`config.mk`:
```
export PLATFORM = sky130hd
export DESIGN_NAME = png_ru_ctrl
export DESIGN_NICKNAME = d
export VERILOG_FILES = /design/src/hw/rtl/png_ru_pkg.sv /design/src/hw/rtl/png_ru_ctrl.sv
export SDC_FILE = /design/constraint.sdc
export NUM_CORES = 1
export LEC_CHECK = 0
export ABC_AREA = 1
export BUFFER_PORTS_ARGS = -buffer_cell sky130_fd_sc_hd__buf_2
export CAP_MARGIN = 25
export CORE_ASPECT_RATIO = 1.75
export CORE_UTILIZATION = 52
export DETAILED_ROUTE_END_ITERATION = 16
export GPL_TIMING_DRIVEN = 0
export PLACE_DENSITY = 0.89
export SLEW_MARGIN = 20
export SYNTH_ARGS = -nofsm -noshare
export SYNTH_HDL_FRONTEND = slang
export SYNTH_SLANG_ARGS = --single-unit
```
`constraint.sdc`:
```
create_clock -name clk -period 2.4 [get_ports clk]
set_input_delay 0.12 -clock clk [delete_from_list [all_inputs] [get_ports clk]]
set_output_delay 0.12 -clock clk [all_outputs]
set_load 0.01 [all_outputs]
```
`src/hw/rtl/png_ru_pkg.sv`:
```
// shared types, constants and the paeth predictor for the png row unfilter
`timescale 1ns / 1ps

package png_ru_pkg;

  localparam int MAX_ROW_BYTES_DEF   = 4096;
  localparam int MAX_PIXEL_BYTES_DEF = 8;

  localparam logic [2:0] FILT_NONE  = 3'd0;
  localparam logic [2:0] FILT_SUB   = 3'd1;
  localparam logic [2:0] FILT_UP    = 3'd2;
  localparam logic [2:0] FILT_AVG   = 3'd3;
  localparam logic [2:0] FILT_PAETH = 3'd4;

  localparam logic [7:0] FILT_MAX_CODE = 8'd4;

  localparam logic REG_BPP = 1'b0;
  localparam logic REG_LEN = 1'b1;

  typedef struct packed {
    logic       bad;
    logic       last;
    logic [2:0] filter;
    logic [7:0] data;
  } s1_ctl_t;

  function automatic logic [7:0] paeth(input logic [7:0] a, input logic [7:0] b,
                                       input logic [7:0] c);
    logic [8:0] pa;
    logic [8:0] pb;
    logic [9:0] pc;
    logic [9:0] ab;
    logic [9:0] c2;
    logic [7:0] pick;
    pa = (b >= c) ? {1'b0, b - c} : {1'b0, c - b};
    pb = (a >= c) ? {1'b0, a - c} : {1'b0, c - a};
    ab = {2'b00, a} + {2'b00, b};
    c2 = {1'b0, c, 1'b0};
    pc = (ab >= c2) ? ab - c2 : c2 - ab;
    if (pa <= pb && {1'b0, pa} <= pc) begin
      pick = a;
    end else if ({1'b0, pb} <= pc) begin
      pick = b;
    end else begin
      pick = c;
    end
    return pick;
  endfunction

endpackage

```
`src/hw/rtl/png_ru_ctrl.sv`:
```
// row sequencing: filter type capture, column count, error latch, read issue
`timescale 1ns / 1ps

module png_ru_ctrl #(
  parameter int MAX_ROW_BYTES = png_ru_pkg::MAX_ROW_BYTES_DEF,
  parameter int COL_W         = 12,
  parameter int CNT_W         = 13
) (
  input  logic                 clk,
  input  logic                 rst,
  input  logic                 s_tvalid,
  output logic                 s_tready,
  input  logic [7:0]           s_tdata,
  input  logic [12:0]          row_bytes,
  input  logic                 s1_adv,
  output logic                 s1_valid,
  output png_ru_pkg::s1_ctl_t  s1_ctl,
  output logic [COL_W-1:0]     s1_col,
  output logic                 rd_en,
  output logic [COL_W-1:0]     rd_addr
);

  logic             awaiting;
  logic             error_latched;
  logic [COL_W-1:0] column_pos;
  logic [2:0]       row_filter;
  logic             accept;
  logic             s1_load;
  logic [CNT_W-1:0] eff_len;
  logic [CNT_W-1:0] col_inc;
  logic             last;

  assign s_tready = !s1_valid || s1_adv;
  assign accept   = s_tvalid && s_tready;
  assign rd_en    = accept && !error_latched && !awaiting;
  assign rd_addr  = column_pos;
  assign s1_load  = accept && !error_latched &&
                    (!awaiting || s_tdata > png_ru_pkg::FILT_MAX_CODE);

  always_comb begin
    if (row_bytes == 13'd0) begin
      eff_len = CNT_W'(1);
    end else if (32'(row_bytes) > 32'(MAX_ROW_BYTES)) begin
      eff_len = CNT_W'(MAX_ROW_BYTES);
    end else begin
      eff_len = CNT_W'(row_bytes);
    end
  end

  assign col_inc = CNT_W'(column_pos) + CNT_W'(1);
  assign last    = col_inc >= eff_len;

  always_ff @(posedge clk) begin
    if (rst) begin
      awaiting      <= 1'b1;
      error_latched <= 1'b0;
      column_pos    <= '0;
      row_filter    <= png_ru_pkg::FILT_NONE;
      s1_valid      <= 1'b0;
    end else begin
      s1_valid <= s1_load || (s1_valid && !s1_adv);
      if (accept && !error_latched) begin
        if (awaiting) begin
          if (s_tdata > png_ru_pkg::FILT_MAX_CODE) begin
            error_latched <= 1'b1;
          end else begin
            row_filter <= s_tdata[2:0];
            awaiting   <= 1'b0;
            column_pos <= '0;
          end
        end else begin
          awaiting   <= last;
          column_pos <= last ? '0 : col_inc[COL_W-1:0];
        end
      end
    end
  end

  always_ff @(posedge clk) begin
    if (accept) begin
      s1_ctl.bad    <= awaiting;
      s1_ctl.last   <= last && !awaiting;
      s1_ctl.filter <= row_filter;
      s1_ctl.data   <= s_tdata;
      s1_col        <= column_pos;
    end
  end

endmodule

```
## Word-level counts from Yosys, hierarchy flattened

Cells that the tools add are included.

- Register bits after elaboration: 43
- Bits in latches: 0
- RAM bits: 0
- ROM bits: 0
- Output and inout port bits: 40
- Memories kept: 0

- Add/subtract/negate cells: 1
- $mul: 0
- Div/mod/pow operators: 0
- Magnitude comparators: 3
- Equality and inequality tests: 1
- Shifts and indexed selects: 0
- Mux-type cells: 7
- Bitwise operators: 1
- Reductions and logical operators: 17

Operators by type and width:

| cell | number |
|---|---|
| 12-bit two-way mux | 3 |
| 13-bit two-way mux | 2 |
| 12-bit by 1-bit adder with 13-bit output (second input constant) | 1 |
| 13-bit greater-or-equal comparator | 1 |
| 13-bit greater-than comparator (second input constant) | 1 |
| 13-bit logical NOT | 1 |
| 8-bit by 3-bit greater-than comparator with 1-bit output (second input constant) | 1 |
| 1-bit logical AND | 6 |
| 3-bit AND reduction | 2 |
| 1-bit logical NOT | 4 |
| 1-bit logical OR | 3 |
| 1-bit two-way mux | 2 |
| 2-bit != test (second input constant) | 1 |
| 2-bit AND reduction | 1 |
| 1-bit NOT | 1 |

## Longest topological paths before layout

Gate-level depths: netlist of the first run.

- Depth after elaboration: 6
- Mapped depth: 18
- Mapped depth without buffers: 18

## Worst setup path after synthesis of the first run

Ideal clock, no wire load.

- Path type: register to register
- Start: register column_pos[0], in the netlist rd_addr[0]
- End: register column_pos[3], in the netlist rd_addr[3]
- Arrival: 2.171 ns
- Data required time: 2.330 ns
- Setup slack: 0.159 ns
- Stages on the path, launching flop included: 14
- Buffers on the path: 0
- Period minus slack after synthesis: 2.241 ns
- Path through: dfxtp_1 -> ha_1 -> nand2_1 -> nor2_4 -> nand3_1 -> nor4_1 -> ha_1 -> nand2_1 -> inv_2 -> a21oi_2 -> nand2_1 -> nor2_8 -> nand4_1 -> a21oi_1

- Word-level cells in the longest chain between the ends: 4

Ends and longest elaborated chain:

| what | line | text |
|---|---|---|
| start: declaration | png_ru_ctrl.sv:25 | `logic [COL_W-1:0] column_pos;` |
| start signal: assignment | png_ru_ctrl.sv:73 | `column_pos <= last ? '0 : col_inc[COL_W-1:0];` |
| 12-bit by 1-bit adder with 13-bit output * | png_ru_ctrl.sv:50 | `assign col_inc = CNT_W'(column_pos) + CNT_W'(1);` |
| 13-bit greater-or-equal comparator | png_ru_ctrl.sv:51 | `assign last = col_inc >= eff_len;` |
| 12-bit two-way mux * | png_ru_ctrl.sv:73 |  |
| 12-bit two-way mux * | png_ru_ctrl.sv:63 | `if (awaiting) begin` |

Every way passes the cells marked *; elsewhere a longest branch is shown, timed or not.
A chain may end at the register's enable or synchronous reset.

## Worst setup path after layout of the first run

- Start: register column_pos[0], in the netlist rd_addr[0]
- End: register column_pos[11], in the netlist rd_addr[11]

Same word-level chain as after synthesis.

==> impl_results.md, run 1 <==
- Post-synthesis sequential area ratio: 48.8%
- Hold path cells: 1
- Largest net degree at the start of global routing: 26
- Worst hold start: s_tdata[6]
- Setup ws final: 0.0164 ns
- Share of cells above drive strength 1: 37.4%
- Peak VDD IR: 428 uV
- R2R depth: 16
- Antenna violations before repair: 0
- Mean Syn Cell Area: 8.79 um2
- DP Wirelength: 3.91 mm
- Clk Latency, worst-skew pair: 0.29 ns
- CTS tree: done
- Final Cycle Share: 99.3%
- Slew at the pin with the worst max-slew slack: 0.943 ns
- Vias: 2,170
- Power per cell area: 545 nW/um2
- Fin. max-slew vios: 0
- LEAKAGE: 1.42 nW
- Most frequent cell on the critical path: nand2_1
- Post-route insts no fill: 386
- Hold slack: 0.0198 ns
- Worst setup SP type: register
- TritonCTS buffer count: 5
- Layout area overhead: 29.9%
- CTS max path bufs: 2
- Placer congestion estimate: 0.869
- First-pass detailed-route iteration total: 5
- Fmax: 0.420 GHz
- WL/cell: 14.8 um
- Core area: 4150 um2
- Seq cells post-synth: 43
- Inserted Diodes: 0
- RSZ-0062 raised after global routing: yes
- WS Path Type: reg2reg
- Num rows: 31
- Area of the die: 4660 um2
- Die Height: 89.5 um
- Slowest cell on crit path: dfxtp_4
- Post-Place Cells: 371
- Ys Warns: 0
- Netlist cell types: 26
- Status: completed
- Fill cells: 308
- Slowest stage delay, CP: 0.39 ns
- Worst EP required: 2.56 ns
- Routed WL: 5.71 mm
- Max-Cap Viols: 0
- Critical Path End Type: register
- Top delay family on crit path: simple AND/OR/NAND/NOR gates
- I/O pin total: 65
- Vias in the first global route: 2,044
- Worst-path cell chain: ha_4 > nand2_4 > nor2_4 > buf_4 > nand3_2 > nand2_1 > nand2_1 > ha_1 > nand2_2 > nor2_2 > nand2_1 > inv_2 > nand2_1 > buf_4 > nand4_1 > a21oi_1
- Post-synthesis cell count: 259
- Mapped Area: 2280 um2
- Clock Skew: 0.00171 ns
- DP Worst Slack: -0.147 ns
- Hold Buf Count CTS: 0
- Crit path max fanout: 10
- Clock Sink Count: 43
- R2r setup slk: 0.02 ns
- WP data arrival: 2.54 ns
- Port Buffer Count: 63
- Setup TNS: 0 ns
- Endpoint, Worst Hold: s1_ctl[6]
- NumNets Final: 375
- RR Startpoint: rd_addr[0]
- Vias per Instance: 5.62
- Final Setup Violations: 0
- Starting Density: 54.9%
- Clock transition at path regs: 0.08 ns
- Slew HR: 37.1%
- Final antenna-violating net count: 0
- First-pass GRT wire length: 8.05 mm
- GRT overflow: 0
- Total Routing Usage GR: 23.3%
- Die extent in x: 52.0 um
- Final Critical Period: 2.38 ns
- Worst hold path class: in2reg
- Root Driver: clkbuf_8
- Worst path buffer plus inverter count: 3
- Initial DRC Count: 107
- DRC Markers: 0
- H-Tree Depth: 2
- RR Endpoint: rd_addr[11]
- Post-Syn Nets: 298
- Endpoints failing hold: 0
-- final cells by class --
class / count / area (um2) / share of cell area [%]
clock buffers: 6 / 72.6 / 2.45
clock inverters: 2 / 60.1 / 2.03
multi-input cells: 180 / 1120 / 38.0
repair buffers: 69 / 364 / 12.3
inverters: 32 / 120 / 4.06
well taps: 49 / 61.3 / 2.07
flip-flops and latches: 43 / 1120 / 38.0
plain buffers: 5 / 31.3 / 1.06
-- worst max path at each step --
stage               start     endpoint  slack (ns)  depth (start not counted)
2_1_floorplan  rd_addr[0]   rd_addr[3]        0.16                         13
3_3_place_gp   rd_addr[0]   rd_addr[7]       -0.12                         13
6_report       rd_addr[0]  rd_addr[11]        0.02                         16
5_1_grt        rd_addr[0]   rd_addr[2]        -0.1                         17
3_5_place_dp   rd_addr[0]  rd_addr[11]       -0.15                         14
4_1_cts        rd_addr[0]  rd_addr[10]       0.002                         15
-- per-stage QoR --
| stage | cell area (um2) | util [%] | total power [mW] |
|---|---|---|---|
| floorplan | 2280 | - | 0.907 |
| global placement | 2650 | 63.9 | 0.961 |
| detailed placement | 2650 | 63.9 | 0.968 |
| CTS | 2860 | 68.8 | 1.61 |
| global route | 2960 | 71.3 | 1.65 |
| finish | 2960 | 71.3 | 1.61 |
-- layout by cell type (no fill, tap or decap), drive strengths merged --
master and count:
inv 32, nor3 1, o21ai 4, nand3 16
dfxtp 18, nor4 4, a21oi 19, nand4 14
nor2 23, edfxtp 25, clkbuf 8, xnor2 3
ha 14, xor2 2, buf 72, o21a 1
bufinv 2, nand2 79
-- cell families (layout without fill, tap and decap cells) --
group	Yosys count	in the layout	share of synthesized area, %
simple gates	136	137	28.8
flops	43	43	48.8
buf+inv	37	114	6.54
compound gates	24	24	5.55
fa+ha+maj	14	14	7.69
xor+xnor	5	5	2.58
-- cell usage after synthesis, drive strengths merged --
cell type / number / share of area (%)
nor2: 22 / 6.0
dfxtp: 18 / 16
ha: 14 / 7.7
xor2: 2 / 0.77
buf: 3 / 0.93
nand2: 79 / 14
nand4: 14 / 3.8
inv: 32 / 5.3
edfxtp: 25 / 33
xnor2: 3 / 1.8
clkbuf: 2 / 0.33
o21ai: 4 / 0.88
o21a: 1 / 0.33
nor4: 4 / 1.1
nand3: 16 / 3.5
a21oi: 19 / 4.3
nor3: 1 / 0.22
-- power breakdown --
group	switching [mW]	internal (mW)
Sequential	0.00912	0.803
Combinational	0.0898	0.0533
Clock	0.241	0.416
-- routing by layer --
metal / share of wire, % / track usage (%) / vias to the layer above
li1: - / - / 1019
met1: 32 / 20.6 / 994
met2: 56 / 44.5 / 123
met3: 6.9 / 3.57 / 34
met4: 5.2 / 18.4 / 0
met5: 0 / 0 / -
-- registers in the layout, indices dropped and copies added (netlist names) --
signal,count
awaiting,1
s1_ctl,13
error_latched,1
rd_addr,12
s1_valid,1
s1_col,12
row_filter,3
-- repair_timing --
action                                  in CTS  in global routing
resized for setup                           13                 20
endpoints found under the setup margin      14                 14
pin swaps                                    8                 13
endpoints found under the hold margin        0                  0
buffers inserted                             2                  4
cloned                                       1                  0
No activity file was read; power rests on OpenSTA's default activity.
==> run 2: changes to the inputs <==
- CORE_UTILIZATION: 52 -> 47
- PLACE_DENSITY: 0.89 -> 0.85
- clock period: 2.4 -> 2.1 ns (I/O delays scaled with it)
==> run 2 against run 1 <==
Net effect: the run now ends with setup timing left; first-iteration DRC count down 49%; setup slack worse by 0.24 ns; fmax up 2.4%; cell count up 1.8%; non-clock buffer count up 4; via count down 4.5%; core utilization down 6.5 points; clock power down 14%; clock skew up 0.0042 ns; sequential power up 14%; sequential cell count unchanged; final area up 2.2%.
==> impl_results.md, run 2 (synthesis gave the netlist of run 1 again) <==
- R2r setup slk: -0.23 ns
- Max-Cap Viols: 0
- CTS tree: done
- Clk pwr share: 34.0%
- Clock Sink Count: 43
- Top delay family on crit path: simple AND/OR/NAND/NOR gates
- Termination of the worst setup path: rd_addr[2]
- Status: finished with violations
- Setup ws final: -0.228 ns
- Post-DP Area: 2700 um2
- I/O pin total: 65
- Worst path buffer plus inverter count: 1
- R2R depth: 13
- Logic pwr share: 10.2%
- Routed WL: 5.36 mm
- Total Routing Usage GR: 22.8%
- Share of cells above drive strength 1: 40.2%
- Clock Skew: 0.00586 ns
- Switching pwr: 0.378 mW
- Area of the die: 5140 um2
- GR peak layer: met2
- Placer congestion estimate: 0.792
- GR Layer Usage met1: 21.8%
- CTS max path bufs: 2
- Pint: 1.28 mW
- Worst-path cell chain: ha_4 > nand2_4 > nor2_4 > nand3_4 > nor4_4 > ha_1 > nand2_2 > inv_2 > a21oi_4 > nand2_4 > nor2_4 > nand4_1 > a21oi_1
- Core area: 4670 um2
- Antenna violations before repair: 0
- Worst hold path class: in2reg
- Port Buffer Count: 63
- DRC Markers: 0
- Post-route cell area: 3020 um2
- Layout area overhead: 32.8%
- Peak VDD IR: 570 uV
- Final Setup Violations: 14
- Core Util, Final: 64.8%
- Slowest cell on crit path: dfxtp_4
- Critical Path End Type: register
- NumNets Final: 379
- Starting Density: 48.8%
- Final Critical Period: 2.33 ns
- WP data arrival: 2.54 ns
- RR Startpoint: rd_addr[0]
- Slew HR: 40.6%
- Largest net degree at the start of global routing: 26
- TritonCTS buffer count: 5
- Failing checks: setup timing
- Num rows: 33
- Commonest non-fill, non-tap cells in the layout: 64 x buf_2, 62 x nand2_1, 25 x edfxtp_1
- First-pass GRT wire length: 8.42 mm
- Slowest stage delay, CP: 0.38 ns
- Die extent in x: 54.6 um
- CP Depth: 13
- WL/cell: 13.6 um
- Met3 Use GR: 3.24%
- Root Driver: clkbuf_8
- DP Wirelength: 3.81 mm
- Most common cell after layout, fill and taps aside: buf_2
- Final antenna-violating net count: 0
- H-Tree Depth: 2
- Largest Register: s1_ctl
- Vias: 2,072
- RR Endpoint: rd_addr[2]
- LEAKAGE: 1.43 nW
- Die Height: 94.1 um
- WS Path Type: reg2reg
- Worst EP required: 2.31 ns
- Clock transition at path regs: 0.08 ns
- Inserted Diodes: 0
- Vias per Instance: 5.27
- Crit path from: rd_addr[0]
- Vias in the first global route: 1,955
- Crit path max fanout: 5
- Final Cycle Share: 111%
- First-pass detailed-route iteration total: 4
- Worst setup SP type: register
- Initial DRC Count: 55
- Endpoints failing hold: 0
- Switching Share: 22.8%
- GR Util met2: 43.2%
- Power per cell area: 549 nW/um2
- Setup TNS: -1.98 ns
- Clk Latency, worst-skew pair: 0.29 ns
- RSZ-0062 raised after global routing: yes
- Reg power frac: 55.8%
- GRT overflow: 0
- Fin. max-slew vios: 0
- Number of flip-flops in the largest register: 13
- Slew at the pin with the worst max-slew slack: 0.890 ns
- Fmax: 0.430 GHz
==> run 2: how the worst min path moves through the flow <==
stage                     cells after the start        from   endpoint  slack [ns]
after floorplan                               0  s_tdata[0]  s1_ctl[0]        0.20
after global placement                        1  s_tdata[4]  s1_ctl[4]        0.30
after detailed placement                      1  s_tdata[3]  s1_ctl[3]        0.30
after CTS                                     1  s_tdata[7]  s1_ctl[7]       0.008
after global routing                          1  s_tdata[6]  s1_ctl[6]       0.004
final                                         1  s_tdata[6]  s1_ctl[6]       0.009
==> run 2: metal layers <==
layer  part of all wire, %  wire, um
met4                   2.4       130
met3                   4.0       214
met2                    59      3170
met1                    34      1840
met5                     0         0
==> run 2: timing repair <==
| action | in CTS | in global routing |
|---|---|---|
| setup endpoints to repair | 14 | 14 |
| hold endpoints to repair | 3 | 0 |
| buffers inserted | 6 | 1 |
| pin swaps | 18 | 18 |
| gates cloned | 1 | 0 |
| hold buffers | 3 | 0 |
| resized for setup | 11 | 22 |
==> run 2: power groups by stage <==
stage	sequential [mW]	clock, mW	combinational (mW)
3_3_place_gp	0.947	0	0.150
2_1_floorplan	0.964	0	0.0710
4_1_cts	0.930	0.568	0.162
3_5_place_dp	0.949	0	0.155
6_report	0.928	0.564	0.169
5_1_grt	0.932	0.603	0.191
==> run 2: metrics by stage <==
| stage | setup slack [ns] | hold slack, ns | total power, mW | cells |
|---|---|---|---|---|
| 4_1_cts | -0.199 | 0.00821 | 1.66 | 392 |
| 2_1_floorplan | -0.0309 | 0.204 | 1.03 | 259 |
| 5_1_grt | -0.327 | 0.00427 | 1.73 | 393 |
| 6_report | -0.228 | 0.00921 | 1.66 | 393 |
| 3_5_place_dp | -0.426 | 0.300 | 1.10 | 374 |
| 3_3_place_gp | -0.328 | 0.297 | 1.10 | 374 |
==> run 2: layout make-up <==
cell class,count,area [um2]
fillers,392,1640
plain buffers,5,35.0
well taps,52,65.1
clock buffers,8,100
flip-flops and latches,43,1130
multi-input cells,180,1170
repair buffers,73,398
inverters,32,120
==> run 3: changes to the inputs <==
- SKIP_CTS_REPAIR_TIMING: not set -> 1
==> run 3 against run 2 <==
Net effect: the flow still finishes with violations (setup timing); setup slack got worse by 0.084 ns; die area unchanged; via count decreased by 2.1%; register-to-register slack lost 0.08 ns; count of clock-buffer cells in the layout is the same; first-iteration DRC count decreased by 31%; core utilization decreased by 0.40 points; fmax is 3.5% lower; largest cell class unchanged.
==> impl_results.md, run 3 (synthesis gave the netlist of run 1 again) <==
- Slew at the pin with the worst max-slew slack: 0.893 ns
- Worst EP required: 2.32 ns
- Port Buffer Count: 63
- Post-layout total power: 1.66 mW
- Most common cell after layout, fill and taps aside: buf_2
- Starting Density: 48.8%
- I/O pin total: 65
- Commonest non-fill, non-tap cells in the layout: 64 x buf_2, 63 x nand2_1, 25 x inv_1, 25 x edfxtp_1, 18 x a21oi_1
- CTS tree: done
- Number of flip-flops in the largest register: 13
- Logic pwr share: 10.0%
- RSZ-0062 raised after global routing: yes
- Final Setup Violations: 14
- Peak VDD IR: 584 uV
- Vias per Instance: 5.18
- Layout area overhead: 32.0%
- Fill cells: 398
- GRT overflow: 0
- Status: finished with violations
- Die Height: 94.1 um
- Reg power frac: 56.0%
- Power per cell area: 552 nW/um2
- Die extent in x: 54.6 um
- Placer congestion estimate: 0.792
- Final Critical Period: 2.41 ns
- Register area: 1130 um2
- DP Wirelength: 3.81 mm
- Slew HR: 40.4%
- Setup ws final: -0.312 ns
- Clock Skew: 0.00463 ns
- Fin. max-slew vios: 0
- First-pass detailed-route iteration total: 4
- Multi-input logic area: 1160 um2
- Clock transition at path regs: 0.08 ns
- Clock Sink Count: 43
- Fmax: 0.415 GHz
- Endpoints failing hold: 0
- Failing checks: setup timing
- WS Path Type: reg2reg
- Core area: 4670 um2
- WP data arrival: 2.63 ns
- Initial DRC Count: 38
- Critical Path End Type: register
- Vias in the first global route: 1,855
- Hold slack: 0.00421 ns
- TritonCTS buffer count: 5
- NumNets Final: 378
- Root Driver: clkbuf_8
- Routed WL: 5.23 mm
- Crit path max fanout: 5
- Vias: 2,029
- WL/cell: 13.4 um
- Post-Place Cells: 374
- First-pass GRT wire length: 7.83 mm
- Post-route insts no fill: 392
- Num rows: 33
- Area of the die: 5140 um2
- Total Routing Usage GR: 21.0%
- Switching Share: 22.7%
- Share of cells above drive strength 1: 38.5%
- Inserted Diodes: 0
- Switching pwr: 0.376 mW
- Largest Register: s1_ctl
- Largest net degree at the start of global routing: 26
- Worst setup SP type: register
- Antenna violations before repair: 0
- Clk pwr share: 34.0%
- H-Tree Depth: 2
- Max-Cap Viols: 0
- Final Cycle Share: 115%
- Clk Latency, worst-skew pair: 0.29 ns
- LEAKAGE: 1.44 nW
- Pint: 1.28 mW
- DRC Markers: 0
- Worst hold path class: in2reg
- CTS max path bufs: 2
- Final antenna-violating net count: 0
-- run 3: layer usage --
metal / GRT usage (%) / share of wire (%) / vias up
li1: - / - / 1025
met1: 20.7 / 35 / 931
met3: 3.07 / 3.7 / 8
met4: 10.0 / 2.1 / 0
met5: 0 / 0 / -
met2: 39.4 / 60 / 65
-- run 3: layout make-up --
| cell class | count | share of cell area (%) |
|---|---|---|
| buffer | 5 | 1.17 |
| clock buffer | 8 | 3.33 |
| inverter | 32 | 4.00 |
| multi-input combinational | 180 | 38.6 |
| sequential | 43 | 37.5 |
| tap | 52 | 2.16 |
| timing repair buffer | 72 | 13.3 |
-- run 3: worst paths after layout --
path,from,endpoint,slack [ns],cells past startpoint
max,rd_addr[0],rd_addr[7],-0.31,15
min,s_tdata[4],s1_ctl[4],0.004,1
max reg2reg,rd_addr[0],rd_addr[7],-0.31,15
min reg2reg,row_filter[1],s1_ctl[9],0.44,0
-- run 3: power by group through the flow --
stage	sequential, mW	clock (mW)	combinational [mW]
2_1_floorplan	0.964	0	0.0710
4_1_cts	0.930	0.568	0.155
6_report	0.929	0.564	0.165
3_3_place_gp	0.947	0	0.150
3_5_place_dp	0.949	0	0.155
5_1_grt	0.934	0.602	0.187
-- run 3: worst max-delay path, cell delays in order (launching register included) --
cell and delay [ns]:
dfxtp_4 0.38, ha_4 0.15, nand2_4 0.06, nor2_4 0.22, nand4_1 0.11, nand2_1 0.12
inv_1 0.06, ha_1 0.30, nand2_1 0.09, nand2_2 0.08, a21oi_4 0.19, nand2_4 0.09
buf_12 0.13, nor2_8 0.10, nand4_1 0.10, a21oi_1 0.15
-- run 3: stage by stage --
| stage | cell area, um2 | TNS [ns] | worst slack (ns) | utilization (%) |
|---|---|---|---|---|
| after global routing | 3010 | -4.98 | -0.422 | 64.4 |
| after floorplan | 2310 | -0.263 | -0.0309 | - |
| final | 3010 | -3.50 | -0.312 | 64.4 |
| after global placement | 2700 | -4.00 | -0.328 | 57.8 |
| after CTS | 2800 | -5.61 | -0.451 | 59.9 |
| after detailed placement | 2700 | -5.29 | -0.426 | 57.8 |
