`config.mk`:
```
export PLATFORM = sky130hd
export DESIGN_NAME = png_ru_recon
export DESIGN_NICKNAME = d
export VERILOG_FILES = /design/src/hw/rtl/png_ru_pkg.sv /design/src/hw/rtl/png_ru_recon.sv
export SDC_FILE = /design/constraint.sdc
export NUM_CORES = 1
export LEC_CHECK = 0
export BUFFER_PORTS_ARGS = -buffer_cell sky130_fd_sc_hd__buf_2
export CAP_MARGIN = 40
export CORE_ASPECT_RATIO = 1.75
export CORE_MARGIN = 5
export CORE_UTILIZATION = 30
export DETAILED_ROUTE_END_ITERATION = 8
export SYNTH_ARGS = -nofsm -noshare
export SYNTH_HDL_FRONTEND = slang
export SYNTH_SLANG_ARGS = --single-unit
```
`constraint.sdc`:
```
create_clock -name clk -period 26 [get_ports clk]
set_input_delay 5.2 -clock clk [delete_from_list [all_inputs] [get_ports clk]]
set_output_delay 5.2 -clock clk [all_outputs]
set_load 0.03 [all_outputs]
```
`src/hw/rtl/png_ru_pkg.sv`:
```
// shared types, constants and the paeth predictor for the png row unfilter
`timescale 1ns / 1ps

package png_ru_pkg;

  localparam int MAX_ROW_BYTES_DEF   = 4096;
  localparam int MAX_PIXEL_BYTES_DEF = 8;

  localparam logic [2:0] FILT_NONE  = 3'd0;
  localparam logic [2:0] FILT_SUB   = 3'd1;
  localparam logic [2:0] FILT_UP    = 3'd2;
  localparam logic [2:0] FILT_AVG   = 3'd3;
  localparam logic [2:0] FILT_PAETH = 3'd4;

  localparam logic [7:0] FILT_MAX_CODE = 8'd4;

  localparam logic REG_BPP = 1'b0;
  localparam logic REG_LEN = 1'b1;

  typedef struct packed {
    logic       bad;
    logic       last;
    logic [2:0] filter;
    logic [7:0] data;
  } s1_ctl_t;

  function automatic logic [7:0] paeth(input logic [7:0] a, input logic [7:0] b,
                                       input logic [7:0] c);
    logic [8:0] pa;
    logic [8:0] pb;
    logic [9:0] pc;
    logic [9:0] ab;
    logic [9:0] c2;
    logic [7:0] pick;
    pa = (b >= c) ? {1'b0, b - c} : {1'b0, c - b};
    pb = (a >= c) ? {1'b0, a - c} : {1'b0, c - a};
    ab = {2'b00, a} + {2'b00, b};
    c2 = {1'b0, c, 1'b0};
    pc = (ab >= c2) ? ab - c2 : c2 - ab;
    if (pa <= pb && {1'b0, pa} <= pc) begin
      pick = a;
    end else if ({1'b0, pb} <= pc) begin
      pick = b;
    end else begin
      pick = c;
    end
    return pick;
  endfunction

endpackage

```
`src/hw/rtl/png_ru_recon.sv`:
```
// byte reconstruction: neighbour rings, predictor, write back and output word
`timescale 1ns / 1ps

module png_ru_recon #(
  parameter int MAX_PIXEL_BYTES = png_ru_pkg::MAX_PIXEL_BYTES_DEF,
  parameter int COL_W           = 12,
  parameter int CNT_W           = 13
) (
  input  logic                 clk,
  input  logic                 rst,
  input  logic                 s1_valid,
  input  png_ru_pkg::s1_ctl_t  s1_ctl,
  input  logic [COL_W-1:0]     s1_col,
  output logic                 s1_adv,
  input  logic [7:0]           rd_data,
  input  logic [3:0]           bytes_per_pixel,
  output logic                 wr_en,
  output logic [COL_W-1:0]     wr_addr,
  output logic [7:0]           wr_data,
  output logic                 m_tvalid,
  input  logic                 m_tready,
  output logic [7:0]           m_tdata,
  output logic                 m_tlast,
  output logic                 m_tuser
);

  localparam int RING_W = (MAX_PIXEL_BYTES > 1) ? $clog2(MAX_PIXEL_BYTES) : 1;
  localparam int RING_D = 2 ** RING_W;

  logic [7:0]        left_ring [RING_D];
  logic [7:0]        upleft_ring [RING_D];
  logic [CNT_W-1:0]  fill;
  logic [3:0]        eff_bpp;
  logic              has_left;
  logic [RING_W-1:0] nb_idx;
  logic [RING_W-1:0] cur_idx;
  logic [7:0]        a;
  logic [7:0]        b;
  logic [7:0]        c;
  logic [8:0]        ab_sum;
  logic [7:0]        pred;
  logic [7:0]        res;

  always_comb begin
    if (bytes_per_pixel == 4'd0) begin
      eff_bpp = 4'd1;
    end else if (32'(bytes_per_pixel) > 32'(MAX_PIXEL_BYTES)) begin
      eff_bpp = 4'(MAX_PIXEL_BYTES);
    end else begin
      eff_bpp = bytes_per_pixel;
    end
  end

  assign has_left = 32'(s1_col) >= 32'(eff_bpp);
  assign cur_idx  = RING_W'(s1_col);
  assign nb_idx   = cur_idx - RING_W'(eff_bpp);

  // entries at or past the fill count were never written since reset
  assign b      = (CNT_W'(s1_col) < fill) ? rd_data : 8'd0;
  assign a      = has_left ? left_ring[nb_idx] : 8'd0;
  assign c      = has_left ? upleft_ring[nb_idx] : 8'd0;
  assign ab_sum = {1'b0, a} + {1'b0, b};

  always_comb begin
    case (s1_ctl.filter)
      png_ru_pkg::FILT_SUB:   pred = a;
      png_ru_pkg::FILT_UP:    pred = b;
      png_ru_pkg::FILT_AVG:   pred = ab_sum[8:1];
      png_ru_pkg::FILT_PAETH: pred = png_ru_pkg::paeth(a, b, c);
      default:                pred = 8'd0;
    endcase
  end

  assign res     = s1_ctl.data + pred;
  assign s1_adv  = s1_valid && (!m_tvalid || m_tready);
  assign wr_en   = s1_adv && !s1_ctl.bad;
  assign wr_addr = s1_col;
  assign wr_data = res;

  always_ff @(posedge clk) begin
    if (wr_en) begin
      left_ring[cur_idx]   <= res;
      upleft_ring[cur_idx] <= b;
    end
  end

  always_ff @(posedge clk) begin
    if (rst) begin
      fill     <= '0;
      m_tvalid <= 1'b0;
    end else begin
      if (wr_en && CNT_W'(s1_col) == fill) begin
        fill <= fill + CNT_W'(1);
      end
      if (s1_adv) begin
        m_tvalid <= 1'b1;
      end else if (m_tready) begin
        m_tvalid <= 1'b0;
      end
    end
  end

  always_ff @(posedge clk) begin
    if (s1_adv) begin
      m_tdata <= s1_ctl.bad ? 8'd0 : res;
      m_tlast <= s1_ctl.last && !s1_ctl.bad;
      m_tuser <= s1_ctl.bad;
    end
  end

endmodule

```
Word-level counts from Yosys, hierarchy flattened
Memory sizes are Yosys's and may differ from the RTL's.
Index checks and enable logic that the tools add are counted.
- memories kept: 2
- word-level logic and storage cells: 57
- bits in writable memories: 128
- bits in registers: 24
- reductions and logical operators: 10
- $lt $le $gt $ge: 9
- add/subtract/negate cells: 11
- muxes and demuxes: 15
- equal/unequal tests: 5
- memories (name ; words ; bits a word ; rd ports ; clocked after Yosys merged registers in ; wr ports ; RTL line ; text):
    left_ring ; 8 ; 8 ; 1 ; 0 ; 1 ; png_ru_recon.sv:30 ; logic [7:0] left_ring [RING_D];
    upleft_ring ; 8 ; 8 ; 1 ; 0 ; 1 ; png_ru_recon.sv:31 ; logic [7:0] upleft_ring [RING_D];
- operators by type and width (cell ; number):
    2-to-1 mux 8 bit ; 7
    case mux 8 bit (4 select lines) ; 1
    subtractor 8 bit ; 4
    less-or-equal comparator 8 x 10 -> 1 bit ; 2
    subtractor 9 x 9 -> 10 bit ; 2
    adder 8 x 8 -> 9 bit ; 2
    greater-or-equal comparator 8 bit ; 2
    adder 13 x 1 -> 13 bit (second input constant) ; 1
    == test 12 x 13 -> 1 bit ; 1
    less-than comparator 12 x 13 -> 1 bit ; 1
    greater-or-equal comparator 12 x 4 -> 1 bit ; 1
    2-to-1 mux 10 bit ; 1
    greater-or-equal comparator 9 bit ; 1
    adder 8 bit ; 1
    less-or-equal comparator 8 bit ; 1
    2-to-1 mux 4 bit ; 2
    == test 3 x 2 -> 1 bit (second input constant) ; 2
    logical AND 1 bit ; 5
    > comparator 4 bit (second input constant) ; 1
    logical NOT 4 bit ; 1
    2-to-1 mux 1 bit ; 4
    == test 3 x 1 -> 1 bit (second input constant) ; 1
    == test 3 bit (second input constant) ; 1
    subtractor 3 bit ; 1
    other kinds (3) ; 4

Logic depth before layout (Yosys ltp)
Gate-level depths: netlist of run 1.
An unclocked memory read counts as a cell.
- depth after elaboration: 14
- mapped depth: 51

Worst setup path before layout of run 1
No wires, ideal clock.
- kind: input to output
- start: input port bytes_per_pixel[2]
- end: output port wr_data[7]
- cell stages on the path: 48
- arrival: 13981 ps
- path slack: 6819 ps
- path through: nor2_1 > nor2_1 > nor2_1 > ha_1 > fa_1 > buf_6 > buf_6 > clkbuf_1 > mux4_2 > nand2_1 > nand2_1 > nand2_1 > inv_1 > ha_1 > o221ai_1 > o21ai_0 > a32oi_1 > o21ai_0 > (+12 left out) > xor2_1 > ha_1 > nand3_1 > or4_1 > a32oi_1 > nand2b_1 > inv_1 > nand2_1 > nand2_1 > ha_1 > a21o_1 > a21oi_1 > o21bai_1 > a21oi_1 > o21bai_1 > a21oi_1 > xnor2_1 > xor2_1
- cells in the longest elaborated chain, start to end: 14
- RTL lines (element ; RTL line ; text):
    start: declaration ; png_ru_recon.sv:16 ; input logic [3:0] bytes_per_pixel,
    > comparator 4 bit ; png_ru_recon.sv:47 ; end else if (32'(bytes_per_pixel) > 32'(MAX_PIXEL_BYTES)) begin
    2-to-1 mux 4 bit ; png_ru_recon.sv:47 ;
    2-to-1 mux 4 bit (*) ; png_ru_recon.sv:45 ; if (bytes_per_pixel == 4'd0) begin
    subtractor 3 bit ; png_ru_recon.sv:56 ; assign nb_idx = cur_idx - RING_W'(eff_bpp);
    memory (8 x 8 bit) ; - ;
    2-to-1 mux 8 bit ; png_ru_recon.sv:60 ; assign a = has_left ? left_ring[nb_idx] : 8'd0;
    adder 8 x 8 -> 9 bit ; png_ru_pkg.sv:37, png_ru_recon.sv:62 ;
    subtractor 9 x 9 -> 10 bit or greater-or-equal comparator 9 bit (tied branches) ; png_ru_pkg.sv:39 ; pc = (ab >= c2) ? ab - c2 : c2 - ab;
    2-to-1 mux 10 bit ; png_ru_pkg.sv:39 ;
    less-or-equal comparator 8 x 10 -> 1 bit, on equally long branches ; png_ru_pkg.sv:42, png_ru_pkg.sv:40 ;
    2-to-1 mux 8 bit or logical AND 1 bit (tied branches) ; png_ru_pkg.sv:42, png_ru_pkg.sv:40 ;
    2-to-1 mux 8 bit ; png_ru_pkg.sv:40 ; if (pa <= pb && {1'b0, pa} <= pc) begin
    case mux 8 bit (4 select lines) (*) ; png_ru_recon.sv:65 ; case (s1_ctl.filter)
    adder 8 bit (*) ; png_ru_recon.sv:74 ; assign res = s1_ctl.data + pred;
    end: declaration ; png_ru_recon.sv:19 ; output logic [7:0] wr_data,
Every way passes the cells marked *; elsewhere a longest branch is shown, timed or not.

Worst setup path in the final report of run 1
Same ends and word-level chain as after synthesis.

==> flow_summary.json, run 1 <==
{
  "status": "complete, no violations",
  "r2r_end": "left_ring[4][7]$_DFFE_PP_",
  "r2r_cells": 39,
  "syn_to_final_growth_pct": 15.0,
  "cp_slowest_stage_delay_ps": 590,
  "drv_cap": 0,
  "rsz0062_at_grt": "no",
  "ys_types": 69,
  "multi_input_area_um2": 5180,
  "syn_avg_cell_area_um2": 11.2,
  "switching_share_pct": 43.4,
  "cts_max_path_buffers": 2,
  "hold_class": "flop to flop",
  "critPathMaxFanout": 35,
  "seq_area_um2": 4420,
  "fp.dieH_um": 253,
  "critPathKind": "primary input to output pin",
  "cts_tree": "done",
  "dr.pass1.iters": 5,
  "cts_root_buf": "clkbuf_16",
  "clock_power_share_pct": 18.7,
  "finalCritPeriodShare_pct": 80.2,
  "die_area_um2": 37500,
  "fin_skew_ps": 13.6,
  "drt_wl_total_um": 27400,
  "p_per_area_nw_per_um2": 115,
  "cts-htree-levels": 4,
  "fmax_ghz": 0.0480,
  "grt_pass1_wl_um": 42400,
  "cp.required_ps": 20800,
  "ys_warn_count": 0,
  "post_drt_wl_per_cell_um": 19.0,
  "seq_power_share_pct": 23.0,
  "r2r-start": "fill[10]$_SDFFE_PP0P_",
  "routabilityCongestion": 0.950,
  "io_pins": 74,
  "setup_viol": 0,
  "drv_slew": 0,
  "die_w_um": 149,
  "startpoint": "bytes_per_pixel[2]",
  "synthArstFlopShare_pct": 0,
  "routed_via_density": 5.00,
  "drc_errors": 0,
  "synth-edff-count": 138,
  "grt-ovfl-total": 0,
  "clkTransAtPathRegs_ps": 60,
  "layout.cells.non_filler": 1445,
  "grt_pass1_vias": 7713,
  "grt_use_total_pct": 14.8,
  "grt_max_degree": 36,
  "place_hpwl_um": 21700,
  "finalWorstSetupSlack_ps": 5160,
  "postCtsHoldBufs": 0,
  "fill_cells": 3338,
  "worstSetupStartpointType": "primary input",
  "p_switching_mw": 0.577,
  "start_util_pct": 30.1,
  "clock-sinks": 152,
  "via_count": 7220,
  "syn_inst": 899,
  "drtIter0Drc": 293,
  "synth_seq_area_share_pct": 43.9,
  "power_mw": 1.33,
  "layout.nets": 1119,
  "cts_made_buffers": 17,
  "final.min_clock_period_ps": 20840,
  "arrival_ps": 15640,
  "ir_worst_vdd_mv": 0.0797,
  "cp-end-kind": "output pin",
  "cp_slowest_cell": "o31ai_4",
  "drive_gt1_share_pct": 17.8,
  "ys.flop_type": "edfxtp_1",
  "rrSetupSlack_ps": 15640,
  "clock_latency_ps": 430,
  "place_ws_ps": 5240,
  "syn-cell-area_um2": 10100,
  "cpMostUsedCell": "a21oi_1",
  "ys_ff_latch": 152,
  "finalHoldViolCount": 0,
  "cts_setup_buffers": 0,
  "finalSetupTns_ps": 0,
  "core_um2": 33500,
  "num_rows": 89,
  "worstMarginPinSlew_ps": 845,
  "cts_resized": 0,
  "synth_nets": 1042,
  "drtAntennaViolNets": 0,
  "portBuffers": 73,
  "p_comb_share_pct": 58.3,
  "leakagePower_nw": 4.67,
  "p_int_mw": 0.753,
  "endpoint": "wr_data[7]",
  "place_inst": 1412,
  "relSlewSlack_pct": 43.1,
  "antenna_found_initial": 1
}
## power groups by stage
stage / sequential, mW / clock [mW] / combinational (mW)
2_1_floorplan: 0.318 / 0 / 0.555
3_3_place_gp: 0.311 / 0 / 0.766
3_5_place_dp: 0.311 / 0 / 0.769
4_1_cts: 0.306 / 0.254 / 0.774
5_1_grt: 0.307 / 0.267 / 0.842
6_report: 0.306 / 0.249 / 0.775
## critical path: cells and delay by family
| family | cells | cell delay [ps] |
|---|---|---|
| xor gates and xnor gates | 4 | 1240 |
| muxes | 4 | 1630 |
| and+or+nand+nor | 7 | 850 |
| AOI/OAI and AO/OA | 19 | 4280 |
| adders and majority gates | 5 | 1580 |
| buffers and inverters | 3 | 830 |
## synth_stat cells (3+ instances only)
cell type	number	area share (%)
edfxtp_1	138	41
ha_1	96	12
nand2_1	85	3.2
inv_1	81	3.0
a21oi_1	64	3.2
nor2_1	51	1.9
xnor2_1	44	3.8
o21ai_0	36	1.8
mux4_2	30	6.7
mux2i_1	29	2.9
a21o_1	20	1.5
and2_1	16	0.99
clkbuf_1	14	0.52
dfxtp_1	14	2.8
nor2b_1	13	0.81
buf_4	12	0.89
nand2b_1	12	0.74
xor2_1	11	0.96
nand3_1	10	0.50
nor3_1	8	0.40
mux2_2	7	0.78
nand4_1	7	0.43
o21a_1	7	0.52
a22oi_1	6	0.45
fa_1	6	1.2
o221ai_1	6	0.52
a211oi_1	5	0.37
a32oi_1	5	0.43
mux2_1	4	0.45
nor4_1	4	0.25
buf_1	3	0.11
o211ai_1	3	0.22
o21bai_1	3	0.22
o31ai_1	3	0.22
## final cells by class
class | instances | area share, %
Tap cell | 455 | 4.91
Multi-Input combinational cell | 631 | 44.7
Timing Repair Buffer | 91 | 4.32
Sequential cell | 152 | 38.2
Antenna cell | 1 | 0.0216
Clock inverter | 15 | 1.55
Clock buffer | 17 | 3.67
Inverter | 83 | 2.69
## worst min-delay path by stage
| stage | end | from | slack (ps) | cells after the start |
|---|---|---|---|---|
| after global routing | fill[11]$_SDFFE_PP0P_ | fill[11]$_SDFFE_PP0P_ | 520 | 2 |
| after CTS | fill[11]$_SDFFE_PP0P_ | fill[11]$_SDFFE_PP0P_ | 480 | 2 |
| after detailed placement | fill[11]$_SDFFE_PP0P_ | fill[11]$_SDFFE_PP0P_ | 480 | 2 |
| final | fill[11]$_SDFFE_PP0P_ | fill[11]$_SDFFE_PP0P_ | 480 | 2 |
| after global placement | fill[7]$_SDFFE_PP0P_ | fill[7]$_SDFFE_PP0P_ | 470 | 2 |
| after floorplan | fill[12]$_SDFFE_PP0P_ | fill[12]$_SDFFE_PP0P_ | 440 | 2 |
## through the flow
stage          cell area, um^2  hold slack [ps]  utilization (%)
2_1_floorplan            10100              444                -
3_3_place_gp             11000              466             32.8
6_report                 11600              484             34.6
4_1_cts                  11600              484             34.6
5_1_grt                  11600              519             34.6
3_5_place_dp             11000              476             32.8
## flip-flops by register name, indices dropped and copies added (netlist names)
| signal | count |
|---|---|
| m_tuser | 1 |
| fill | 13 |
| left_ring | 64 |
| m_tvalid | 1 |
| m_tdata | 8 |
| upleft_ring | 64 |
| m_tlast | 1 |
## cell families (layout without fill, tap and decap cells)
kind of cell / Yosys count / count (layout) / synth area share (%)
flops: 152 / 152 / 43.9
simple gates: 218 / 218 / 10.1
fa+ha+maj: 103 / 103 / 13.2
other cells: 0 / 1 / 0
buf+inv: 116 / 206 / 4.94
xor+xnor: 57 / 57 / 5.27
mux: 71 / 71 / 11.0
compound gates: 182 / 182 / 11.7
## cells in the final DEF (no fill, tap or decap), types with 14 or more instances in the layout
cell type / netlist / final
clkbuf_16: 0 / 17
buf_2: 2 / 73
buf_4: 12 / 18
and2_1: 16 / 16
ha_1: 96 / 95
nor2_1: 51 / 51
mux2i_1: 29 / 29
o21ai_0: 36 / 36
dfxtp_1: 14 / 14
a21oi_1: 64 / 64
nand2_1: 85 / 85
a21o_1: 20 / 20
mux4_2: 30 / 30
edfxtp_1: 138 / 138
inv_1: 81 / 81
xnor2_1: 44 / 43
## per-layer routing
| metal | vias to the layer above | part of all wire (%) | GRT usage (%) |
|---|---|---|---|
| met3 | 67 | 2.7 | 2.15 |
| met1 | 3556 | 35 | 14.1 |
| met5 | - | 0 | 0 |
| li1 | 3439 | - | - |
| met2 | 158 | 57 | 29.7 |
| met4 | 0 | 4.6 | 7.71 |
Note: power is estimated with default switching activity, not from simulation.
==> run 2: changes to the inputs <==
==> constraint.sdc (replaced) <==
create_clock -name clk -period 21.7 [get_ports clk]
set_input_delay 4.34 -clock clk [delete_from_list [all_inputs] [get_ports clk]]
set_output_delay 4.34 -clock clk [all_outputs]
set_load 0.03 [all_outputs]
==> flow_summary.json, run 2 (same netlist as run 1, synthesis figures left out) <==
{
  "reg.largest.list": "left_ring x64, upleft_ring x64, fill x13",
  "grt_max_degree": 36,
  "cp-end-kind": "output pin",
  "cts_setup_buffers": 0,
  "final.min_clock_period_ps": 19160,
  "cts_resized": 0,
  "place_inst": 1412,
  "leakagePower_nw": 4.66,
  "finalSetupTns_ps": 0,
  "drv_slew": 0,
  "via_count": 7239,
  "drtIter0Drc": 251,
  "cts_tree": "done",
  "postCtsHoldBufs": 0,
  "fin_skew_ps": 9.93,
  "place_hpwl_um": 21700,
  "arrival_ps": 14820,
  "worstHoldStart": "fill[11]$_SDFFE_PP0P_",
  "final_cell_mix": "edfxtp_1 (138), ha_1 (95), nand2_1 (85)",
  "clock-sinks": 152,
  "start_util_pct": 30.1,
  "rrSetupSlack_ps": 11270,
  "min_path_cells": 2,
  "cp.required_ps": 17360,
  "status": "complete, no violations",
  "clock_latency_ps": 420,
  "cpMostUsedCell": "a21oi_1",
  "layout.nets": 1119,
  "drt_wl_total_um": 27300,
  "cp_slowest_stage_delay_ps": 700,
  "min_to": "fill[11]$_SDFFE_PP0P_",
  "grt_pass1_wl_um": 42400,
  "syn_to_final_growth_pct": 15.0,
  "dr.pass1.iters": 5,
  "ir_worst_vdd_mv": 0.109,
  "worstSetupStartpointType": "primary input",
  "relSlewSlack_pct": 44.0,
  "drc_errors": 0,
  "finalHoldViolCount": 0,
  "cts_max_path_buffers": 2,
  "fin_area_um2": 11600,
  "hold_class": "flop to flop",
  "die_area_um2": 37500,
  "worstMarginPinSlew_ps": 841,
  "final_common_cell": "edfxtp_1",
  "num_rows": 89,
  "io_pins": 74,
  "cts_made_buffers": 17,
  "drive_gt1_share_pct": 17.8,
  "fmax_ghz": 0.0522,
  "routabilityCongestion": 0.949,
  "cts_root_buf": "clkbuf_16",
  "clkTransAtPathRegs_ps": 60,
  "r2r_end": "left_ring[4][7]$_DFFE_PP_",
  "drtAntennaViolNets": 0,
  "setup_viol": 0,
  "die_w_um": 149,
  "rsz0062_at_grt": "no",
  "critPathMaxFanout": 35,
  "fp.dieH_um": 253,
  "antenna_found_initial": 1,
  "r2r-start": "fill[10]$_SDFFE_PP0P_",
  "critPathKind": "primary input to output pin",
  "routed_via_density": 5.01,
  "finalCritPeriodShare_pct": 88.3,
  "grt_pass1_vias": 7698,
  "p_per_area_nw_per_um2": 137,
  "grt_use_total_pct": 14.9,
  "cts-htree-levels": 4,
  "cp_slowest_cell": "a21oi_1",
  "portBuffers": 73,
  "final_util_pct": 34.6,
  "drv_cap": 0,
  "post_drt_wl_per_cell_um": 18.9,
  "r2r_cells": 38,
  "place_area_um2": 11000,
  "cp_top_family": "compound AO/OA/AOI/OAI gates",
  "core_um2": 33500,
  "layout.cells.non_filler": 1445,
  "grt-ovfl-total": 0,
  "worst-path-buf-inv": 3
}
==> run 2: through the flow <==
stage / worst slack, ps / power, mW / hold WS (ps)
detailed placement: 2680 / 1.30 / 477
global route: 2030 / 1.69 / 518
floorplan: 4240 / 1.05 / 444
CTS: 2590 / 1.60 / 484
global placement: 2650 / 1.29 / 466
finish: 2540 / 1.59 / 483
==> run 2: area by class of cell <==
class,count,area (um^2)
Clock buffer,17,425
Sequential cell,152,4420
Tap cell,455,569
Multi-Input combinational cell,631,5180
Timing Repair Buffer,91,500
Antenna cell,1,2.50
Fill cell,3343,21900
Inverter,83,312
Clock inverter,15,176
==> run 2: worst register-to-register path, delay by kind of cell (launching register included) <==
kind                     cells  cell delay [ps]
flip-flops                   1              330
buffers and inverters        2              350
adder cells (fa/ha/maj)      5             1590
AO/OA/AOI/OAI               22             5230
AND/OR/NAND/NOR              4              910
multiplexers                 1              480
XOR/XNOR                     4             1290
==> run 2: routing by layer <==
| metal | track usage, % | vias to the layer above | wire [um] | share of wire, % |
|---|---|---|---|---|
| met4 | 8.93 | 0 | 1520 | 5.6 |
| met5 | 0 | - | 0 | 0 |
| li1 | - | 3438 | - | - |
| met1 | 14.1 | 3555 | 9350 | 34 |
| met3 | 2.42 | 74 | 947 | 3.5 |
| met2 | 29.1 | 172 | 15500 | 57 |
==> run 2: how the worst max path moves through the flow <==
stage,start,to,slack [ps],depth (start not counted)
floorplan,bytes_per_pixel[2],wr_data[7],4240,48
global placement,bytes_per_pixel[2],wr_data[7],2650,41
detailed placement,bytes_per_pixel[2],wr_data[7],2680,42
CTS,bytes_per_pixel[2],wr_data[7],2590,41
global route,bytes_per_pixel[2],wr_data[7],2030,43
finish,bytes_per_pixel[2],wr_data[7],2540,41
==> run 2: report_power, final <==
part	switching (mW)	leakage [nW]	internal (mW)
logic	0.563	2.99	0.364
registers	0.00261	1.38	0.364
clock network	0.124	0.290	0.174
==> run 3: changes to the inputs <==
--- a/config.mk
+++ b/config.mk
@@ -5,12 +5,12 @@
 export SDC_FILE = /design/constraint.sdc
 export NUM_CORES = 1
 export LEC_CHECK = 0
-export BUFFER_PORTS_ARGS = -buffer_cell sky130_fd_sc_hd__buf_2
 export CAP_MARGIN = 40
 export CORE_ASPECT_RATIO = 1.75
-export CORE_MARGIN = 5
+export CORE_MARGIN = 3
 export CORE_UTILIZATION = 30
 export DETAILED_ROUTE_END_ITERATION = 8
+export DONT_BUFFER_PORTS = 1
 export SYNTH_ARGS = -nofsm -noshare
 export SYNTH_HDL_FRONTEND = slang
 export SYNTH_SLANG_ARGS = --single-unit
==> flow_summary.json, run 3 (same netlist as run 1, synthesis figures left out) <==
{
  "status": "complete, no violations",
  "reg.largest.list": "left_ring x64, upleft_ring x64, fill x13",
  "relSlewSlack_pct": 43.4,
  "final.min_clock_period_ps": 18870,
  "finalHoldViolCount": 0,
  "portBuffers": 0,
  "leakagePower_nw": 4.42,
  "cp_slowest_cell": "o31ai_4",
  "num_rows": 88,
  "place_hpwl_um": 21200,
  "ir_worst_vdd_mv": 0.136,
  "worstMarginPinSlew_ps": 841,
  "grt-ovfl-total": 0,
  "min_path_cells": 2,
  "drv_slew": 0,
  "cts-htree-levels": 4,
  "cts_tree": "done",
  "startpoint": "bytes_per_pixel[2]",
  "cpMostUsedCell": "a21oi_1",
  "cts_resized": 0,
  "final_common_cell": "edfxtp_1",
  "p_per_area_nw_per_um2": 141,
  "grt_max_degree": 36,
  "die_w_um": 145,
  "finalCritPeriodShare_pct": 87.0,
  "cp-end-kind": "output pin",
  "grt_use_total_pct": 15.3,
  "r2r_cells": 39,
  "drt_wl_total_um": 27000,
  "syn_to_final_growth_pct": 11.8,
  "cts_root_buf": "clkbuf_16",
  "finalSetupTns_ps": 0,
  "post_drt_wl_per_cell_um": 20.4,
  "drive_gt1_share_pct": 12.7,
  "cts_max_path_buffers": 2,
  "critPathMaxFanout": 35,
  "drv_cap": 0,
  "r2r-start": "fill[10]$_SDFFE_PP0P_",
  "clock-sinks": 152,
  "arrival_ps": 14530,
  "fmax_ghz": 0.0530,
  "final_cell_mix": "edfxtp_1 (138), ha_1 (95), nand2_1 (85)",
  "grt_pass1_wl_um": 41800,
  "die_area_um2": 35900,
  "grt_pass1_vias": 7560,
  "drtIter0Drc": 303,
  "via_count": 7032,
  "worstHoldStart": "fill[7]$_SDFFE_PP0P_",
  "path_depth": 41,
  "critPathKind": "primary input to output pin",
  "clkTransAtPathRegs_ps": 60,
  "cp_slowest_stage_delay_ps": 620,
  "postCtsHoldBufs": 0,
  "worst-path-buf-inv": 2,
  "worstSetupStartpointType": "primary input",
  "setup_viol": 0,
  "io_pins": 74,
  "clock_latency_ps": 420,
  "fp.dieH_um": 249,
  "drc_errors": 0,
  "antenna_found_initial": 0,
  "routed_via_density": 5.30,
  "cp.required_ps": 17360,
  "fin_skew_ps": 8.72,
  "cts_setup_buffers": 0,
  "cts_made_buffers": 17,
  "layout.nets": 1052,
  "n_antenna_cell": 0,
  "dr.pass1.iters": 5,
  "core_um2": 33000,
  "start_util_pct": 30.5,
  "rsz0062_at_grt": "no",
  "drtAntennaViolNets": 0,
  "routabilityCongestion": 0.926,
  "hold_class": "flop to flop",
  "cp_top_family": "compound AO/OA/AOI/OAI gates",
  "power_mw": 1.59
}
==> run 3: cell count changes in the layout (fill, tap and decap cells not counted), sizes merged <==
| cell | previous run | this run |
|---|---|---|
| buf | 91 | 24 |
| clkinvlp | 2 | 3 |
| diode | 1 | 0 |
| inv | 92 | 91 |
==> run 3: cell type report <==
type	instances	area [um^2]
clock buffers	17	425
clock inverters	15	180
fillers	3279	21800
inverters	83	312
multi-input cells	631	5220
flip-flops and latches	152	4420
well taps	405	507
repair buffers	24	208
==> run 3: worst reg2reg max path, delay by kind of cell (launching register included) <==
family	cells	cell delay [ps]
simple gates	6	1360
fa+ha+maj	5	1590
flops	1	330
buf+inv	1	70
compound gates	21	5290
mux	3	1020
xor+xnor	3	780
==> run 3: worst paths after layout <==
path / to / slack [ps]
worst max-delay path: wr_data[7] / 2830
worst min-delay path: fill[7]$_SDFFE_PP0P_ / 490
worst max register to register: m_tdata[7]$_SDFFCE_PP0P_ / 11020
worst min register to register: fill[7]$_SDFFE_PP0P_ / 490
==> run 3: metal layers <==
metal,routed length (um),track usage (%),up-vias
met5,0,0,-
met4,1770,10.1,0
met3,1050,3.02,96
met2,14500,27.9,206
met1,9650,15.2,3434
li1,-,-,3296
==> run 3: stage by stage <==
step	setup WS, ps	instance area [um^2]	hold WS (ps)	util (%)	std cells
final	2830	11300	492	34.1	1327
after global routing	2420	11300	528	34.1	1327
after CTS	2990	11300	492	34.1	1327
after detailed placement	3020	10700	479	32.3	1295
after global placement	2460	10600	464	32.0	1287
after floorplan	4240	10100	444	-	899
==> run 3: where the power goes <==
part	switching, mW	leakage [nW]	internal (mW)
logic	0.553	2.75	0.363
registers	0.0111	1.38	0.364
clock network	0.125	0.289	0.174
